<file path="config.mk">
export PLATFORM = sky130hd
export DESIGN_NAME = aqi_piecewise_linear_index
export DESIGN_NICKNAME = d
export VERILOG_FILES = /design/src/design/aqi_pkg.sv /design/src/design/aqi_seg_sel.sv /design/src/design/aqi_interp.sv /design/src/design/aqi_piecewise_linear_index.sv
export SDC_FILE = /design/constraint.sdc
export NUM_CORES = 1
export LEC_CHECK = 0
export BUFFER_PORTS_ARGS = -buffer_cell sky130_fd_sc_hd__buf_4
export CAP_MARGIN = 10
export CELL_PAD_IN_SITES_DETAIL_PLACEMENT = 1
export CELL_PAD_IN_SITES_GLOBAL_PLACEMENT = 2
export CORE_ASPECT_RATIO = 0.9
export CORE_MARGIN = 1
export CORE_UTILIZATION = 39
export CTS_BUF_LIST = sky130_fd_sc_hd__clkbuf_8
export DETAILED_ROUTE_END_ITERATION = 7
export PLACE_DENSITY_LB_ADDON = 0.1
export SLEW_MARGIN = 25
export SYNTH_ARGS = -nofsm -noshare
export SYNTH_HDL_FRONTEND = slang
export SYNTH_SLANG_ARGS = --single-unit
</file>
<file path="constraint.sdc">
create_clock -name clk -period 15.4 [get_ports clk]
set_clock_uncertainty 0.05 [all_clocks]
set_input_delay 3.85 -clock clk [delete_from_list [all_inputs] [get_ports clk]]
set_output_delay 3.85 -clock clk [all_outputs]
set_load 0.005 [all_outputs]
</file>
<file path="src/design/aqi_pkg.sv">
package aqi_pkg;

  // Breakpoint table: two pollutants, six segments each
  localparam int SEG_MAX   = 6;
  localparam int SEG_IDX_W = 3;
  localparam int CONC_W    = 15;
  localparam int IDX_W     = 9;
  localparam int CAT_W     = 3;
  localparam int MODE_W    = 1;

  // Reciprocal scaling: floor(num / (2*dc)) == (num * ceil(2^S / (2*dc))) >> S
  // is exact for every numerator the table can produce with S = 32.
  localparam int              RECIP_S   = 32;
  localparam longint unsigned RECIP_ONE = 64'd1 << RECIP_S;

  localparam logic [IDX_W-1:0] IDX_MAX = 9'd500;

  typedef enum logic [CAT_W-1:0] {
    CAT_GOOD,
    CAT_MODERATE,
    CAT_SENSITIVE,
    CAT_UNHEALTHY,
    CAT_VERY_UNHEALTHY,
    CAT_HAZARDOUS
  } category_t;

  localparam logic [MODE_W-1:0] MODE_PM25 = 1'b0;
  localparam logic [MODE_W-1:0] MODE_PM10 = 1'b1;

  typedef struct packed {
    logic                 hit;
    logic [SEG_IDX_W-1:0] seg;
  } seg_sel_t;

  // Bounds in tenths of ug/m3
  localparam logic signed [15:0] SEG_C_LO [2][SEG_MAX] = '{
    '{16'sd0, 16'sd91,  16'sd355,  16'sd555,  16'sd1255, 16'sd2255},
    '{16'sd0, 16'sd550, 16'sd1550, 16'sd2550, 16'sd3550, 16'sd4250}
  };

  localparam logic signed [15:0] SEG_C_HI [2][SEG_MAX] = '{
    '{16'sd90,  16'sd354,  16'sd554,  16'sd1254, 16'sd2254, 16'sd3254},
    '{16'sd540, 16'sd1540, 16'sd2540, 16'sd3540, 16'sd4240, 16'sd6040}
  };

  localparam logic [IDX_W-1:0] SEG_I_LO [2][SEG_MAX] = '{
    '{9'd0, 9'd51, 9'd101, 9'd151, 9'd201, 9'd301},
    '{9'd0, 9'd51, 9'd101, 9'd151, 9'd201, 9'd301}
  };

  // Slope term: 2*di * ceil(2^S / (2*dc))
  localparam logic [31:0] SEG_MUL [2][SEG_MAX] = '{
    '{32'(64'd100 * ((RECIP_ONE + 64'd179)  / 64'd180)),
      32'(64'd98  * ((RECIP_ONE + 64'd525)  / 64'd526)),
      32'(64'd98  * ((RECIP_ONE + 64'd397)  / 64'd398)),
      32'(64'd98  * ((RECIP_ONE + 64'd1397) / 64'd1398)),
      32'(64'd198 * ((RECIP_ONE + 64'd1997) / 64'd1998)),
      32'(64'd398 * ((RECIP_ONE + 64'd1997) / 64'd1998))},
    '{32'(64'd100 * ((RECIP_ONE + 64'd1079) / 64'd1080)),
      32'(64'd98  * ((RECIP_ONE + 64'd1979) / 64'd1980)),
      32'(64'd98  * ((RECIP_ONE + 64'd1979) / 64'd1980)),
      32'(64'd98  * ((RECIP_ONE + 64'd1979) / 64'd1980)),
      32'(64'd198 * ((RECIP_ONE + 64'd1379) / 64'd1380)),
      32'(64'd398 * ((RECIP_ONE + 64'd3579) / 64'd3580))}
  };

  // Rounding term: dc * ceil(2^S / (2*dc))
  localparam logic [31:0] SEG_ADD [2][SEG_MAX] = '{
    '{32'(64'd90  * ((RECIP_ONE + 64'd179)  / 64'd180)),
      32'(64'd263 * ((RECIP_ONE + 64'd525)  / 64'd526)),
      32'(64'd199 * ((RECIP_ONE + 64'd397)  / 64'd398)),
      32'(64'd699 * ((RECIP_ONE + 64'd1397) / 64'd1398)),
      32'(64'd999 * ((RECIP_ONE + 64'd1997) / 64'd1998)),
      32'(64'd999 * ((RECIP_ONE + 64'd1997) / 64'd1998))},
    '{32'(64'd540  * ((RECIP_ONE + 64'd1079) / 64'd1080)),
      32'(64'd990  * ((RECIP_ONE + 64'd1979) / 64'd1980)),
      32'(64'd990  * ((RECIP_ONE + 64'd1979) / 64'd1980)),
      32'(64'd990  * ((RECIP_ONE + 64'd1979) / 64'd1980)),
      32'(64'd690  * ((RECIP_ONE + 64'd1379) / 64'd1380)),
      32'(64'd1790 * ((RECIP_ONE + 64'd3579) / 64'd3580))}
  };

endpackage

</file>
<file path="src/design/aqi_seg_sel.sv">
module aqi_seg_sel
  import aqi_pkg::*;
#(
  parameter int SEGMENTS = 6
) (
  input  logic                     mode,
  input  logic signed [CONC_W-1:0] conc,
  output seg_sel_t                 sel
);

  localparam int NSEG = (SEGMENTS < SEG_MAX) ? SEGMENTS : SEG_MAX;

  logic signed [15:0] conc_ext;
  logic [NSEG-1:0]    le;

  assign conc_ext = 16'(conc);

  always_comb begin
    for (int i = 0; i < NSEG; i++) begin
      le[i] = (conc_ext <= SEG_C_HI[mode][i]);
    end
  end

  // First segment whose upper bound covers the sample
  always_comb begin
    sel.hit = 1'b0;
    sel.seg = '0;
    for (int i = NSEG - 1; i >= 0; i--) begin
      if (le[i]) begin
        sel.hit = 1'b1;
        sel.seg = SEG_IDX_W'(i);
      end
    end
  end

endmodule

</file>
<file path="src/design/aqi_interp.sv">
module aqi_interp
  import aqi_pkg::*;
(
  input  logic                     mode,
  input  logic signed [CONC_W-1:0] conc,
  input  seg_sel_t                 sel,
  output logic [IDX_W-1:0]         aqi_index,
  output category_t                category,
  output logic                     invalid
);

  logic signed [15:0] conc_ext;
  logic signed [15:0] diff;
  logic signed [11:0] ofs;
  logic signed [44:0] prod;
  logic signed [44:0] acc;
  logic [7:0]         quo;
  logic [IDX_W-1:0]   i_lo;
  logic [IDX_W-1:0]   seg_idx;

  assign conc_ext = 16'(conc);
  assign diff     = conc_ext - SEG_C_LO[mode][sel.seg];
  // Offset stays within -9 .. 1790 for every non-negative sample that hits a segment
  assign ofs      = diff[11:0];
  assign i_lo     = SEG_I_LO[mode][sel.seg];

  assign prod = 45'(signed'({1'b0, SEG_MUL[mode][sel.seg]})) * 45'(ofs);
  assign acc  = prod + 45'(signed'({1'b0, SEG_ADD[mode][sel.seg]}));
  assign quo  = acc[RECIP_S+7:RECIP_S];

  // A negative numerator only arises in a gap just below a segment, and it is
  // always smaller in magnitude than the divisor: the floor is minus one.
  assign seg_idx = acc[44] ? (i_lo - 9'd1) : (i_lo + IDX_W'(quo));

  always_comb begin
    invalid   = 1'b0;
    aqi_index = IDX_MAX;
    if (conc[CONC_W-1]) begin
      invalid   = 1'b1;
      aqi_index = '0;
    end else if (sel.hit) begin
      aqi_index = seg_idx;
    end
  end

  always_comb begin
    if (aqi_index <= 9'd50) begin
      category = CAT_GOOD;
    end else if (aqi_index <= 9'd100) begin
      category = CAT_MODERATE;
    end else if (aqi_index <= 9'd150) begin
      category = CAT_SENSITIVE;
    end else if (aqi_index <= 9'd200) begin
      category = CAT_UNHEALTHY;
    end else if (aqi_index <= 9'd300) begin
      category = CAT_VERY_UNHEALTHY;
    end else begin
      category = CAT_HAZARDOUS;
    end
  end

endmodule

</file>
<file path="src/design/aqi_piecewise_linear_index.sv">
// Channel  Direction  Handshake          Payload
// in_      input      in_valid/in_stall   in_mode, in_concentration_tenths
// out_     output     out_valid/out_stall out_aqi_index, out_category, out_invalid
//
// One transaction per cycle sustained while out_stall is low; an accepted
// sample passes the input register, then the result register, to out_valid.
// The segment compare, one 33x12 reciprocal multiply and the category
// decode sit between the two registers and set the cycle time.
// rst_n is synchronous, active low, and clears both valid flags.
// A stalled result holds; the input register still loads while the result
// register is free or draining, so in_stall rises only when both are full.
module aqi_piecewise_linear_index
  import aqi_pkg::*;
#(
  parameter int SEGMENTS = 6
) (
  input  logic                     clk,
  input  logic                     rst_n,
  input  logic                     in_valid,
  output logic                     in_stall,
  input  logic                     in_mode,
  input  logic signed [CONC_W-1:0] in_concentration_tenths,
  output logic                     out_valid,
  input  logic                     out_stall,
  output logic [IDX_W-1:0]         out_aqi_index,
  output logic [CAT_W-1:0]         out_category,
  output logic                     out_invalid
);

  logic                     s1_valid_r;
  logic                     s1_mode_r;
  logic signed [CONC_W-1:0] s1_conc_r;
  logic                     out_valid_r;
  logic [IDX_W-1:0]         out_aqi_index_r;
  logic [CAT_W-1:0]         out_category_r;
  logic                     out_invalid_r;

  logic                     out_free;
  logic                     in_take;
  seg_sel_t                 sel;
  logic [IDX_W-1:0]         aqi_index_nxt;
  category_t                category_nxt;
  logic                     invalid_nxt;

  assign out_free = !out_valid_r || !out_stall;
  assign in_stall = s1_valid_r && !out_free;
  assign in_take  = in_valid && !in_stall;

  aqi_seg_sel #(
    .SEGMENTS(SEGMENTS)
  ) u_seg_sel (
    .mode (s1_mode_r),
    .conc (s1_conc_r),
    .sel  (sel)
  );

  aqi_interp u_interp (
    .mode      (s1_mode_r),
    .conc      (s1_conc_r),
    .sel       (sel),
    .aqi_index (aqi_index_nxt),
    .category  (category_nxt),
    .invalid   (invalid_nxt)
  );

  always_ff @(posedge clk) begin
    if (!rst_n) begin
      s1_valid_r  <= 1'b0;
      out_valid_r <= 1'b0;
    end else begin
      if (out_free) begin
        out_valid_r <= s1_valid_r;
      end
      if (out_free || !s1_valid_r) begin
        s1_valid_r <= in_take;
      end
    end
  end

  always_ff @(posedge clk) begin
    if (in_take) begin
      s1_mode_r <= in_mode;
      s1_conc_r <= in_concentration_tenths;
    end
    // Advance the result only when the downstream side can take it
    if (out_free && s1_valid_r) begin
      out_aqi_index_r <= aqi_index_nxt;
      out_category_r  <= category_nxt;
      out_invalid_r   <= invalid_nxt;
    end
  end

  assign out_valid     = out_valid_r;
  assign out_aqi_index = out_aqi_index_r;
  assign out_category  = out_category_r;
  assign out_invalid   = out_invalid_r;

  a_invalid_zero: assert property (@(posedge clk) disable iff (!rst_n)
    out_valid && out_invalid |-> out_aqi_index == '0 && out_category == CAT_GOOD)
    else $error("invalid result carries nonzero index or category");

  a_index_range: assert property (@(posedge clk) disable iff (!rst_n)
    out_valid && out_aqi_index == IDX_MAX |-> out_category == CAT_HAZARDOUS)
    else $error("saturated index not hazardous");

  a_stage_advance: assert property (@(posedge clk) disable iff (!rst_n)
    s1_valid_r && out_free |=> out_valid)
    else $error("input stage transaction lost on advance");

  a_stall_only_full: assert property (@(posedge clk) disable iff (!rst_n)
    in_stall |-> s1_valid_r && out_valid_r)
    else $error("input stalled with a free stage");

endmodule
</file>
==> flow_results.xml <==
<?xml version="1.0" encoding="UTF-8"?>
<metrics>
  <group name="status">
    <metric name="outcome" unit="">finished, final reports clean</metric>
  </group>
  <group name="worst_setup_path">
    <metric name="crit_start" unit="">s1_mode_r</metric>
    <metric name="worstSetupPathType" unit="">flop to flop</metric>
    <metric name="crit_path_start_kind" unit="">flop</metric>
    <metric name="critPathMostFrequentCell" unit="">fa_1</metric>
    <metric name="worstSetupEndpointType" unit="">flop</metric>
    <metric name="critical_path_required" unit="ns">15.39</metric>
    <metric name="crit_path_max_incr_delay" unit="ns">0.56</metric>
    <metric name="timing.critical_path.fanout_max" unit="">40</metric>
    <metric name="critical_path.reg2reg.startpoint" unit="">s1_mode_r</metric>
    <metric name="rr_worst_depth" unit="">61</metric>
    <metric name="timing.critical_path.arrival" unit="ns">14.54</metric>
    <metric name="r2r_end" unit="">out_category[0]</metric>
    <metric name="cell_with_the_largest_stage_delay_on_the_worst_path" unit="">fa_1</metric>
    <metric name="regToRegSetupSlack" unit="ns">0.85</metric>
  </group>
  <group name="hold_path">
    <metric name="min_path_type" unit="">flop to flop</metric>
    <metric name="worstHoldStart" unit="">s1_valid_r</metric>
    <metric name="hold_end" unit="">out_valid</metric>
    <metric name="timing.hold.worst_path_depth" unit="">2</metric>
  </group>
  <group name="logic_synthesis">
    <metric name="yosys_most_used_dff" unit="">edfxtp_1</metric>
    <metric name="synth_nets" unit="">2162</metric>
    <metric name="netlist_area" unit="µm²">14800</metric>
    <metric name="synthesis.instances" unit="">1650</metric>
    <metric name="post_synth_arst_share" unit="">0</metric>
    <metric name="edff_count_synth" unit="">29</metric>
    <metric name="synth.ff_latch_count" unit="">31</metric>
    <metric name="sequential_area_share_after_synthesis" unit="">0.0614</metric>
    <metric name="post_synth.cell_area_avg" unit="µm²">8.98</metric>
    <metric name="yosysUniqueCellTypes" unit="">77</metric>
    <metric name="yosysWarningCount" unit="">0</metric>
  </group>
  <group name="cts">
    <metric name="clk_path_buf_depth" unit="">2</metric>
    <metric name="count_of_hold_buffers_inserted_by_post_cts_repair" unit="">0</metric>
    <metric name="cts_max_level" unit="">2</metric>
    <metric name="root_buffer" unit="">clkbuf_8</metric>
    <metric name="tritoncts" unit="">done</metric>
    <metric name="clkSlewWorstSetupHoldPaths" unit="ns">0.07</metric>
    <metric name="worst_skew_pair.late_latency" unit="ns">0.29</metric>
    <metric name="cts_inserted_buffers" unit="">5</metric>
    <metric name="tritoncts_num_sinks" unit="">31</metric>
  </group>
  <group name="floorplanning">
    <metric name="dieArea" unit="µm²">38800</metric>
    <metric name="floorplan.io_pins" unit="">35</metric>
    <metric name="core_region_area" unit="µm²">37300</metric>
    <metric name="die_outline_height" unit="µm">187</metric>
    <metric name="floorplan.die.width" unit="µm">208</metric>
    <metric name="initial_core_util" unit="">0.397</metric>
    <metric name="num_rows" unit="">67</metric>
  </group>
  <group name="timing">
    <metric name="unrepaired_setup_endpoints_after_global_routing" unit="">false</metric>
    <metric name="timing.slew.headroom" unit="">0.316</metric>
    <metric name="finalHoldViolCount" unit="">0</metric>
    <metric name="total_negative_slack" unit="ns">0</metric>
    <metric name="report.final.slew_viol_count" unit="">0</metric>
    <metric name="postLayoutSetupSlackWorst" unit="ns">0.850</metric>
    <metric name="post-route-min-period" unit="ns">14.55</metric>
    <metric name="worst-slew-pin-transition" unit="ns">1.02</metric>
    <metric name="final-setup-viol-count" unit="">0</metric>
    <metric name="maxClockFrequency" unit="MHz">68.7</metric>
    <metric name="min_period_over_period" unit="">0.945</metric>
  </group>
  <group name="drt">
    <metric name="aggregate_routed_wire_length" unit="mm">48.2</metric>
    <metric name="route.vias.total" unit="">11789</metric>
    <metric name="detail_route.vias_per_cell" unit="">5.44</metric>
    <metric name="detail_route.iter0.violations" unit="">698</metric>
    <metric name="post_drt_wl_per_cell" unit="µm">22.3</metric>
    <metric name="detail_route.drc_violations" unit="">0</metric>
    <metric name="drtPass1Iterations" unit="">7</metric>
    <metric name="ant_nets" unit="">0</metric>
  </group>
  <group name="grt">
    <metric name="grt_pass1_wl" unit="mm">77.7</metric>
    <metric name="grt.total_usage" unit="">0.260</metric>
    <metric name="grt_use_met2" unit="">0.403</metric>
    <metric name="overflow" unit="">0</metric>
    <metric name="grt_start_max_net_pins" unit="">41</metric>
    <metric name="grt_busiest_layer" unit="">met1</metric>
    <metric name="number_of_global_route_vias_before_repair" unit="">12911</metric>
    <metric name="grt_use_met3" unit="">0.0222</metric>
    <metric name="groute.layer.met1.usage" unit="">0.404</metric>
    <metric name="grt_antenna_before_repair" unit="">1</metric>
  </group>
  <group name="final_layout">
    <metric name="final_common_cell" unit="">fa_1</metric>
    <metric name="diodes" unit="">0</metric>
    <metric name="design.final.nets" unit="">2194</metric>
    <metric name="layout.cells.most_common_list" unit="">fa_1, inv_1, ha_1</metric>
    <metric name="drive_gt1_frac" unit="">0.0856</metric>
    <metric name="stdcell_count" unit="">2166</metric>
    <metric name="syn_to_final_growth" unit="%">8.77</metric>
  </group>
  <group name="placed_design">
    <metric name="finalWeightedCongestion" unit="">0.889</metric>
    <metric name="pre_cts_slack" unit="ns">-0.275</metric>
    <metric name="dp_hpwl" unit="mm">40.2</metric>
    <metric name="cell_total_after_placement" unit="">2152</metric>
    <metric name="io_buffers" unit="">34</metric>
  </group>
  <group name="flow_run">
    <metric name="max_cap_viol_count" unit="">0</metric>
  </group>
</metrics>
==> worst max path at each step <==
stage / to / slack (ns) / cells past startpoint
after floorplan: out_category[0] / 1.0 / 59
after global placement: out_category[0] / 0.20 / 56
after detailed placement: out_category[0] / -0.27 / 56
after CTS: out_category[0] / 0.05 / 57
after global routing: out_category[0] / 0.004 / 62
final: out_category[0] / 0.85 / 61
==> layer usage <==
metal	wire length, µm	vias to the layer above
met5	0	-
met4	571	0
met1	24300	6195
met2	21400	228
met3	2000	33
li1	-	5333
==> metrics by stage <==
step / cell area (µm²) / hold slack (ns) / utilization
CTS: 16000 / 0.494 / 0.428
detailed placement: 15800 / 0.475 / 0.424
floorplan: 14800 / 0.395 / -
finish: 16100 / 0.495 / 0.432
global route: 16100 / 0.539 / 0.432
global placement: 15800 / 0.431 / 0.424
==> critical path, delay by kind of cell, from the launching register on <==
| kind | cells | cell delay (ns) |
|---|---|---|
| muxes | 2 | 0.35 |
| DFF | 1 | 0.41 |
| AOI/OAI and AO/OA | 19 | 3.95 |
| and+or+nand+nor | 14 | 2.40 |
| xor gates and xnor gates | 4 | 0.88 |
| buffers and inverters | 10 | 1.40 |
| adders and majority gates | 12 | 4.79 |
==> cell families after synthesis <==
logic type      synth area share
simple gates               0.179
mux                      0.00211
buf+inv                   0.0802
xor+xnor                  0.0252
compound gates            0.0896
fa+ha+maj                  0.562
flops                     0.0614
other cells             0.000253
==> state kept, by name, indices dropped and copies added (netlist names) <==
| register | cells |
|---|---|
| s1_conc_r | 15 |
| out_aqi_index | 9 |
| out_category | 3 |
| out_invalid | 1 |
| out_valid | 1 |
| s1_mode_r | 1 |
| s1_valid_r | 1 |
==> area by class of cell <==
class	count	area (µm²)
Sequential cell	31	911
Clock inverter	1	3.75
Clock buffer	7	96.3
Fill cell	4339	21200
Multi-Input combinational cell	1304	12900
Inverter	257	967
Timing Repair Buffer	83	643
Tap cell	483	604
==> cell usage after synthesis, types with 7 or more instances <==
cell | n | area share
a211oi_1 | 13 | 0.0066
a21o_1 | 15 | 0.0076
a21oi_1 | 59 | 0.020
and2_1 | 20 | 0.0084
and3_1 | 13 | 0.0055
clkbuf_1 | 48 | 0.012
edfxtp_1 | 29 | 0.059
fa_1 | 290 | 0.39
ha_1 | 202 | 0.17
inv_1 | 255 | 0.065
nand2_1 | 189 | 0.048
nand2b_1 | 63 | 0.027
nand3_1 | 14 | 0.0047
nor2_1 | 172 | 0.044
nor2b_1 | 24 | 0.010
nor3_1 | 15 | 0.0051
o211ai_1 | 7 | 0.0035
o21a_1 | 10 | 0.0051
o21ai_0 | 48 | 0.016
or2_2 | 7 | 0.0030
or3_1 | 8 | 0.0034
xnor2_1 | 24 | 0.014
xor2_1 | 16 | 0.0095
==> repair_timing <==
action,4_1_cts,5_1_grt
setup buffers,1,5
endpoints found under the setup margin,4,6
gates resized for setup,5,29
pin swaps,0,2
Power is left out: the tool's default activity adds up to more than one toggle a clock period on the data nets, which glitch-free logic cannot reach.
